<file path="config.mk">
export PLATFORM = sky130hd
export DESIGN_NAME = fifo_page_translate_unit
export DESIGN_NICKNAME = d
export VERILOG_FILES = /design/src/rtl/core/fpt_pkg.sv /design/src/rtl/core/fpt_cell.sv /design/src/rtl/core/fifo_page_translate_unit.sv
export SDC_FILE = /design/constraint.sdc
export NUM_CORES = 1
export LEC_CHECK = 0
export ABC_AREA = 1
export BUFFER_PORTS_ARGS = -buffer_cell sky130_fd_sc_hd__buf_4
export CAP_MARGIN = 20
export CORE_ASPECT_RATIO = 1.5
export CORE_MARGIN = 3
export CORE_UTILIZATION = 49
export CTS_BUF_LIST = sky130_fd_sc_hd__clkbuf_4 sky130_fd_sc_hd__clkbuf_8
export DETAILED_ROUTE_END_ITERATION = 16
export HOLD_SLACK_MARGIN = 0.15
export PLACE_DENSITY_LB_ADDON = 0.1
export SYNTH_ARGS = -nofsm -noshare
export SYNTH_HDL_FRONTEND = slang
export SYNTH_HIERARCHICAL = 1
export SYNTH_SLANG_ARGS = --single-unit
</file>
<file path="constraint.sdc">
create_clock -name clock -period 101.8 [get_ports clock]
set_clock_uncertainty 0.15 [all_clocks]
set_input_delay 5.09 -clock clock [delete_from_list [all_inputs] [get_ports clock]]
set_output_delay 5.09 -clock clock [all_outputs]
set_load 0.01 [all_outputs]
</file>
<file path="src/rtl/core/fpt_pkg.sv">
// fpt_pkg: shared types and constants for the fifo page translate unit
// used by fpt_cell and fifo_page_translate_unit, no dependencies
`default_nettype none

package fpt_pkg;

   // parameter defaults
   localparam int unsigned MAX_FRAMES_DEF = 32;
   localparam int unsigned ADDR_BITS_DEF  = 16;
   localparam int unsigned FRAME_W_DEF    = (MAX_FRAMES_DEF > 1) ? $clog2(MAX_FRAMES_DEF) : 1;

   // register and field widths
   localparam int unsigned PAGE_BITS_W   = 4;
   localparam int unsigned FRAME_COUNT_W = 6;
   localparam int unsigned CSR_DATA_W    = 6;
   localparam int unsigned CSR_INDEX_W   = 1;
   localparam int unsigned PHYS_W        = 20;
   localparam int unsigned FAULT_W       = 32;
   localparam int unsigned RSP_FIELDS_W  = PHYS_W + 1 + FAULT_W;
   localparam int unsigned RSP_DATA_W    = ((RSP_FIELDS_W + 7) / 8) * 8;

   // register reset values
   localparam logic [PAGE_BITS_W-1:0]   PAGE_BITS_RESET   = 4'd8;
   localparam logic [FRAME_COUNT_W-1:0] FRAME_COUNT_RESET = 6'd32;

   typedef enum logic [CSR_INDEX_W-1:0] {
      CSR_PAGE_BITS   = 1'b0,
      CSR_FRAME_COUNT = 1'b1
   } csr_index_type;

   typedef enum logic [1:0] {
      ST_IDLE = 2'b01,
      ST_LOOK = 2'b10
   } state_type;

   // control broadcast to every cell of the row
   typedef struct packed {
      logic flush;
      logic shift;
   } cell_ctrl_type;

endpackage

`default_nettype wire

</file>
<file path="src/rtl/core/fpt_cell.sv">
// fpt_cell: one entry of the resident page row, tag compare and shift stage
// depends on fpt_pkg
`default_nettype none

module fpt_cell #(
   parameter int unsigned ADDR_BITS = fpt_pkg::ADDR_BITS_DEF,
   parameter int unsigned FRAME_W   = fpt_pkg::FRAME_W_DEF
) (
   input  wire logic                  clock,
   input  wire logic                  reset,
   input  wire fpt_pkg::cell_ctrl_type ctrl,
   input  wire logic                  valid_in,
   input  wire logic [ADDR_BITS-1:0]  page_in,
   input  wire logic [FRAME_W-1:0]    frame_in,
   input  wire logic [ADDR_BITS-1:0]  lookup_page,
   output logic                       valid_out,
   output logic [ADDR_BITS-1:0]       page_out,
   output logic [FRAME_W-1:0]         frame_out,
   output logic                       hit
);

   logic                 valid_ff;
   logic [ADDR_BITS-1:0] page_ff;
   logic [FRAME_W-1:0]   frame_ff;

   always_ff @(posedge clock) begin
      if (reset) begin
         valid_ff <= 1'b0;
      end else if (ctrl.flush) begin
         valid_ff <= 1'b0;
      end else if (ctrl.shift) begin
         valid_ff <= valid_in;
      end
   end

   always_ff @(posedge clock) begin
      if (ctrl.shift) begin
         page_ff  <= page_in;
         frame_ff <= frame_in;
      end
   end

   assign valid_out = valid_ff;
   assign page_out  = page_ff;
   assign frame_out = frame_ff;
   assign hit       = valid_ff && (page_ff == lookup_page);

endmodule

`default_nettype wire

</file>
<file path="src/rtl/core/fifo_page_translate_unit.sv">
// fifo_page_translate_unit: logical to physical translation with fifo replacement
// a req word is held in the input register until the lookup writes it to the rsp register
// a new word is taken only once the last one is written to the rsp register
// the rsp register frees the input side as soon as a result is written into it
// reset: synchronous, active high; clears all cell valids, counters, control regs to defaults
// depends on fpt_pkg and fpt_cell
`default_nettype none

module fifo_page_translate_unit #(
   parameter int unsigned MAX_FRAMES = fpt_pkg::MAX_FRAMES_DEF,
   parameter int unsigned ADDR_BITS  = fpt_pkg::ADDR_BITS_DEF
) (
   input  wire logic                                   clock,
   input  wire logic                                   reset,
   // request stream
   input  wire logic                                   req_tvalid,
   output logic                                        req_tready,
   input  wire logic [((ADDR_BITS + 7) / 8) * 8 - 1:0] req_tdata,  // logical_address, zero pad
   input  wire logic                                   req_tlast,  // is_last
   // response stream
   output logic                                        rsp_tvalid,
   input  wire logic                                   rsp_tready,
   // physical_address[19:0], page_fault[20], fault_total[52:21], zero pad
   output logic [fpt_pkg::RSP_DATA_W-1:0]              rsp_tdata,
   output logic                                        rsp_tlast,  // last_out
   // config write port
   input  wire logic                                   csr_we,
   input  wire logic [fpt_pkg::CSR_INDEX_W-1:0]        csr_index,
   input  wire logic [fpt_pkg::CSR_DATA_W-1:0]         csr_wdata
);

   localparam int unsigned FRAME_W = (MAX_FRAMES > 1) ? $clog2(MAX_FRAMES) : 1;
   localparam int unsigned CNT_W   = $clog2(MAX_FRAMES + 1);
   localparam int unsigned CMP_W   = (CNT_W > fpt_pkg::FRAME_COUNT_W) ? CNT_W
                                                                      : fpt_pkg::FRAME_COUNT_W;
   localparam int unsigned WIDE_W  = ADDR_BITS + FRAME_W + 16;
   localparam int unsigned PAD_W   = fpt_pkg::RSP_DATA_W - fpt_pkg::RSP_FIELDS_W;
   localparam logic [CMP_W-1:0] MAX_CMP = CMP_W'(MAX_FRAMES);
   localparam logic [CNT_W-1:0] MAX_CNT = CNT_W'(MAX_FRAMES);

   // control state
   fpt_pkg::state_type                  state_ff, state_in;
   logic [fpt_pkg::PAGE_BITS_W-1:0]     page_bits_ff, page_bits_in;
   logic [fpt_pkg::FRAME_COUNT_W-1:0]   frame_count_ff, frame_count_in;
   logic [CNT_W-1:0]                    frames_used_ff, frames_used_in;
   logic [fpt_pkg::FAULT_W-1:0]         fault_ff, fault_in;
   logic                                rsp_valid_ff, rsp_valid_in;

   // payload registers
   logic [ADDR_BITS-1:0]                addr_ff;
   logic                                last_ff;
   logic [fpt_pkg::PHYS_W-1:0]          rsp_phys_ff;
   logic                                rsp_fault_ff;
   logic [fpt_pkg::FAULT_W-1:0]         rsp_total_ff;
   logic                                rsp_last_ff;

   // lookup datapath
   logic [CMP_W-1:0]                    fc_ext;
   logic [CNT_W-1:0]                    n_act;
   logic [ADDR_BITS-1:0]                page;
   logic [ADDR_BITS-1:0]                offset;
   logic [MAX_FRAMES-1:0]               hit_vec;
   logic [MAX_FRAMES-1:0]               valid_vec;
   logic [FRAME_W-1:0]                  cell_frame [MAX_FRAMES];
   logic [ADDR_BITS-1:0]                cell_page  [MAX_FRAMES];
   logic                                hit_any;
   logic [FRAME_W-1:0]                  hit_frame;
   logic                                fill;
   logic [FRAME_W-1:0]                  victim_idx;
   logic [FRAME_W-1:0]                  new_frame;
   logic [FRAME_W-1:0]                  frame_sel;
   logic [WIDE_W-1:0]                   phys_wide;
   logic [fpt_pkg::FAULT_W-1:0]         fault_next;
   logic                                do_look;
   logic                                req_accept;
   fpt_pkg::cell_ctrl_type              cell_ctrl;

   // frames in use: zero acts as one, clipped to the row length
   always_comb begin
      fc_ext = CMP_W'(frame_count_ff);
      if (frame_count_ff == '0) begin
         n_act = CNT_W'(1);
      end else if (fc_ext > MAX_CMP) begin
         n_act = MAX_CNT;
      end else begin
         n_act = CNT_W'(fc_ext);
      end
   end

   // split the held address into page number and offset
   assign page   = addr_ff >> page_bits_ff;
   assign offset = addr_ff & ~({ADDR_BITS{1'b1}} << page_bits_ff);

   // row of cells: newest load at cell 0, oldest at cell n_act-1
   genvar k;
   generate
      for (k = 0; k < MAX_FRAMES; k++) begin : g_cell
         logic                 vin;
         logic [ADDR_BITS-1:0] pin;
         logic [FRAME_W-1:0]   fin;
         if (k == 0) begin : g_head
            assign vin = 1'b1;
            assign pin = page;
            assign fin = new_frame;
         end else begin : g_body
            // entries pushed beyond the active frame count drop out
            assign vin = valid_vec[k-1] && (CNT_W'(k) < n_act);
            assign pin = cell_page[k-1];
            assign fin = cell_frame[k-1];
         end
         fpt_cell #(
            .ADDR_BITS (ADDR_BITS),
            .FRAME_W   (FRAME_W)
         ) u_cell (
            .clock       (clock),
            .reset       (reset),
            .ctrl        (cell_ctrl),
            .valid_in    (vin),
            .page_in     (pin),
            .frame_in    (fin),
            .lookup_page (page),
            .valid_out   (valid_vec[k]),
            .page_out    (cell_page[k]),
            .frame_out   (cell_frame[k]),
            .hit         (hit_vec[k])
         );
      end
   endgenerate

   // resident pages are unique, so an or over the matching cells gives the frame
   always_comb begin
      hit_frame = '0;
      for (int i = 0; i < MAX_FRAMES; i++) begin
         hit_frame = hit_frame | (cell_frame[i] & {FRAME_W{hit_vec[i]}});
      end
   end

   assign hit_any    = |hit_vec;
   assign fill       = frames_used_ff < n_act;
   assign victim_idx = FRAME_W'(n_act - CNT_W'(1));
   // free frames go out in ascending order, then the oldest load is reused
   assign new_frame  = fill ? FRAME_W'(frames_used_ff) : cell_frame[victim_idx];
   assign frame_sel  = hit_any ? hit_frame : new_frame;
   assign phys_wide  = (WIDE_W'(frame_sel) << page_bits_ff) + WIDE_W'(offset);
   assign fault_next = (fault_ff != '1) ? fault_ff + fpt_pkg::FAULT_W'(1) : fault_ff;

   // lookup completes once the output register is free or being drained
   assign do_look    = (state_ff == fpt_pkg::ST_LOOK) && (!rsp_valid_ff || rsp_tready);
   assign req_tready = (state_ff == fpt_pkg::ST_IDLE);
   assign req_accept = req_tvalid && req_tready;

   // a config write or the end of a sequence empties the row
   assign cell_ctrl.shift = do_look && !hit_any;
   assign cell_ctrl.flush = csr_we || (do_look && last_ff);

   always_comb begin
      state_in       = state_ff;
      page_bits_in   = page_bits_ff;
      frame_count_in = frame_count_ff;
      frames_used_in = frames_used_ff;
      fault_in       = fault_ff;
      rsp_valid_in   = rsp_valid_ff && !rsp_tready;
      case (state_ff)
         fpt_pkg::ST_IDLE: begin
            if (req_tvalid) begin
               state_in = fpt_pkg::ST_LOOK;
            end
         end
         fpt_pkg::ST_LOOK: begin
            if (do_look) begin
               state_in     = fpt_pkg::ST_IDLE;
               rsp_valid_in = 1'b1;
               if (!hit_any) begin
                  fault_in = fault_next;
                  if (fill) begin
                     frames_used_in = frames_used_ff + CNT_W'(1);
                  end
               end
               // end of sequence: fresh table and fault count
               if (last_ff) begin
                  frames_used_in = '0;
                  fault_in       = '0;
               end
            end
         end
         default: begin
            state_in = fpt_pkg::ST_IDLE;
         end
      endcase
      if (csr_we) begin
         frames_used_in = '0;
         case (fpt_pkg::csr_index_type'(csr_index))
            fpt_pkg::CSR_PAGE_BITS: begin
               page_bits_in = csr_wdata[fpt_pkg::PAGE_BITS_W-1:0];
            end
            fpt_pkg::CSR_FRAME_COUNT: begin
               frame_count_in = csr_wdata[fpt_pkg::FRAME_COUNT_W-1:0];
            end
            default: begin
               page_bits_in = page_bits_ff;
            end
         endcase
      end
   end

   always_ff @(posedge clock) begin
      if (reset) begin
         state_ff       <= fpt_pkg::ST_IDLE;
         page_bits_ff   <= fpt_pkg::PAGE_BITS_RESET;
         frame_count_ff <= fpt_pkg::FRAME_COUNT_RESET;
         frames_used_ff <= '0;
         fault_ff       <= '0;
         rsp_valid_ff   <= 1'b0;
      end else begin
         state_ff       <= state_in;
         page_bits_ff   <= page_bits_in;
         frame_count_ff <= frame_count_in;
         frames_used_ff <= frames_used_in;
         fault_ff       <= fault_in;
         rsp_valid_ff   <= rsp_valid_in;
      end
   end

   // input word capture
   always_ff @(posedge clock) begin
      if (req_accept) begin
         addr_ff <= req_tdata[ADDR_BITS-1:0];
         last_ff <= req_tlast;
      end
   end

   // result word capture
   always_ff @(posedge clock) begin
      if (do_look) begin
         rsp_phys_ff  <= phys_wide[fpt_pkg::PHYS_W-1:0];
         rsp_fault_ff <= !hit_any;
         rsp_total_ff <= hit_any ? fault_ff : fault_next;
         rsp_last_ff  <= last_ff;
      end
   end

   assign rsp_tvalid = rsp_valid_ff;
   assign rsp_tdata  = {{PAD_W{1'b0}}, rsp_total_ff, rsp_fault_ff, rsp_phys_ff};
   assign rsp_tlast  = rsp_last_ff;

   // at most one cell can hold a given page
   a_unique_hit : assert property (@(posedge clock) disable iff (reset)
      $onehot0(hit_vec))
      else $error("more than one cell matches the page");

   // fill count never passes the active frame count
   a_fill_bound : assert property (@(posedge clock) disable iff (reset)
      frames_used_ff <= n_act)
      else $error("frames_used beyond active frame count");

   // an accepted word moves the unit into lookup
   a_accept_look : assert property (@(posedge clock) disable iff (reset)
      req_accept |=> (state_ff == fpt_pkg::ST_LOOK))
      else $error("accepted word not in lookup");

   // a config write leaves an empty table
   a_cfg_flush : assert property (@(posedge clock) disable iff (reset)
      csr_we |=> (frames_used_ff == '0) && (valid_vec == '0))
      else $error("table not flushed after config write");

endmodule

`default_nettype wire
</file>
==> results.cfg <==
[die]
rows = 130
io_pins = 88
dieArea_um2 = 88930
core-area_um2 = 84090
initial_utilization = 0.4971
dieHeight_um = 363.7
die_w_um = 244.5

[job]
drv_cap = 0

[global_route]
grt_antenna_before_repair = 1
grt_pass1_vias = 31020
gr-total-overflow = 0
grt_usage = 0.2395
grt_pass1_wl_mm = 165.1
grt_max_degree = 89

[layout]
layout.nets = 5119
area_growth_pct = 11.45
drive_gt1_frac = 0.07825
final_cells = 6286
nFillCells = 7787

[clock_network]
cts_root_buf = clkbuf_8
postCtsHoldBufs = 0
cts_max_level = 4
clk_latency_ns = 0.83
tritoncts = built
postCtsSetupBuffers = 0
cts_made_buffers = 135
cts_max_path_buffers = 3
clkSlewWorstSetupHoldPaths_ns = 0.06
cts.sinks = 826
ctsResizeCount = 0

[sta]
fmax_mhz = 110.6
rsz0062_at_grt = false
worst_slack_ns = 92.76
relSlewSlack = 0.2768
slew_violations = 0
fin_setup_tns_ns = 0
period_minus_slack_ns = 9.038
fin_crit_sh = 0.08878
setup_viol = 0
tightest_slew_ns = 1.085
finalHoldViolCount = 0

[critical_path]
critPathKind = flop to flop
rrSetupSlack_ns = 92.76
worstSetupEndpoint = g_cell[25].u_cell/valid_out
critical_path_peak_fanout = 81
rr_worst_depth = 23
worstPathArrival_ns = 9.56
startpoint = page_bits_ff[1]
required_ns = 102.32
regToRegStartpoint = page_bits_ff[1]
reg2reg_to = g_cell[25].u_cell/valid_out
cp-start-kind = flop
end_kind = flop

[yosys]
synth_area_um2 = 41800
synth_edf_count = 743
synth_top_area_share = 0.5337
synthCells = 4867
syn_area_per_cell_um2 = 8.589
yosys.area.top_type = edfxtp_1
synth-seq-cells = 826
ys_types = 61
synth.area.top_cells = edfxtp_1 53%, nand2_1 13%, inv_1 9.7%
ys.flop_type = edfxtp_1
synthArstFlopShare = 0
yosys_warnings = 6
synth_seq_area_share = 0.5735
synth_most_common_cell = nand2_1
synth_common_cells = 1,440 x nand2_1, 1,079 x inv_1, 743 x edfxtp_1

[place]
io_buffers = 84
gp_congestion = 0.9032
dp_slack_ns = 92.00
dp.final_hpwl_mm = 73.79
dpl.cell_count = 6049

[routing]
wirelength_mm = 106.6
drtIter0Drc = 2074
postRouteAntennaNets = 0
routed_via_density = 5.007
firstDrtPassIters = 5
wl_per_cell_um = 16.95
drcViolationCount = 0
vias = 31480

[power_and_ir_drop]
ir_drop_v = 0.00001470
power_density_nw_per_um2 = 15.84
power_leakage_uw = 0.02024

[outcome]
status = finished clean

[hold_path]
hold_class = flop to flop
worstHoldStart = g_cell[21].u_cell/page_out[8]
-- stage by stage --
step / utilization / power [uW] / hold slack (ns) / cell area (um^2)
floorplan: - / 446.4 / 0.2764 / 41810
global route: 0.5540 / 770.7 / 0.3025 / 46590
finish: 0.5540 / 738.1 / 0.2883 / 46590
detailed placement: 0.5228 / 459.9 / 0.2817 / 43970
CTS: 0.5536 / 747.0 / 0.2900 / 46560
global placement: 0.5228 / 458.6 / 0.2766 / 43970
-- worst max-delay path, stage by stage, from the launching register on --
cell	delay [ns]
dfxtp_1	0.79
inv_2	0.32
o21ai_0	0.47
inv_1	0.11
o21ai_0	0.36
or2_2	0.21
o2111ai_4	0.11
buf_4	0.33
xnor2_1	0.22
nand2_1	0.08
nor2_1	0.04
nand3_1	0.14
nor2_1	0.20
nor4_1	0.45
nand4_1	0.29
nor2_4	0.51
inv_1	0.30
nor2_4	0.65
buf_4	0.83
buf_4	0.92
buf_4	0.86
nor2_1	0.11
a21oi_1	0.15
nor3_1	0.06
-- sequential cells by signal (all words and copies together), names as in the netlist --
register,flops
rsp_total_ff,32
last_ff,1
rsp_fault_ff,1
rsp_tvalid,1
fault_ff,32
state_ff,2
g_cell.u_cell/valid_out,32
rsp_tlast,1
g_cell.u_cell/frame_out,160
addr_ff,16
rsp_phys_ff,20
page_bits_ff,4
g_cell.u_cell/page_out,512
fc_ext,6
frames_used_ff,6
-- cells by family (layout without fill, tap and decap cells) --
| kind of cell | count (synthesis) | in the layout | synth area share |
|---|---|---|---|
| and+or+nand+nor | 2263 | 2263 | 0.2234 |
| buffers and inverters | 1162 | 1456 | 0.1074 |
| DFF | 826 | 826 | 0.5735 |
| AOI/OAI and AO/OA | 476 | 476 | 0.06414 |
| xor gates and xnor gates | 109 | 109 | 0.02284 |
| adders and majority gates | 25 | 25 | 0.007662 |
| muxes | 4 | 4 | 0.0009578 |
| other | 2 | 5 | 0.0001797 |
-- cell type report --
| class | count | area (um^2) | share of cell area |
|---|---|---|---|
| Antenna cell | 1 | 2.502 | 0.00005371 |
| Clock buffer | 193 | 2381 | 0.05111 |
| Clock inverter | 42 | 209.0 | 0.004485 |
| Inverter | 1096 | 4118 | 0.08839 |
| Multi-Input combinational cell | 2881 | 13540 | 0.2907 |
| Sequential cell | 826 | 23970 | 0.5146 |
| Tap cell | 1122 | 1404 | 0.03013 |
| Timing Repair Buffer | 125 | 958.4 | 0.02057 |
-- worst min-delay path by stage --
stage                                     end  slack (ns)  cells after the start
5_1_grt         g_cell[3].u_cell/page_out[13]        0.30                      0
3_3_place_gp     g_cell[6].u_cell/page_out[4]        0.28                      0
6_report        g_cell[22].u_cell/page_out[8]        0.29                      0
3_5_place_dp    g_cell[3].u_cell/page_out[13]        0.28                      0
2_1_floorplan  g_cell[10].u_cell/page_out[12]        0.28                      0
4_1_cts         g_cell[22].u_cell/page_out[8]        0.29                      0
-- cell usage in the layout, fill, tap and decap left out, types with 4 or more instances in the layout --
cell type / instances
o22ai_1: 67
nand4_1: 27
inv_2: 14
clkinv_2: 13
a21boi_0: 6
nand3_2: 4
nand3_1: 256
mux2i_1: 4
clkinvlp_4: 5
a2111oi_0: 4
nor2_1: 383
clkbuf_8: 149
nand3b_1: 39
o21ai_1: 9
nand2_2: 6
nor2_4: 14
ha_1: 24
edfxtp_1: 743
buf_4: 124
o21ai_0: 179
o211ai_1: 14
nor2_2: 5
inv_1: 1078
a21oi_1: 154
xnor2_1: 47
clkinv_1: 24
a22o_1: 7
nor4_1: 19
nand2_1: 1440
nor3_1: 55
conb_1: 4
xor2_1: 62
dfxtp_1: 83
a221oi_1: 10
clkbuf_4: 44
-- layer usage --
| metal | track usage | part of all wire |
|---|---|---|
| met4 | 0.1039 | 0.041 |
| met1 | 0.2413 | 0.36 |
| met3 | 0.04304 | 0.043 |
| met2 | 0.4747 | 0.56 |
| met5 | 0 | 0 |
-- where the power goes --
part / switching (uW) / total (uW) / leakage [uW] / internal, uW
sequential: 3.30 / 375 / 0.00741 / 371
clock: 136 / 286 / 0.00137 / 150
combinational: 53.8 / 77.7 / 0.0115 / 23.8
total: 193 / 738 / 0.0202 / 545
(Power assumes the default switching activity.)
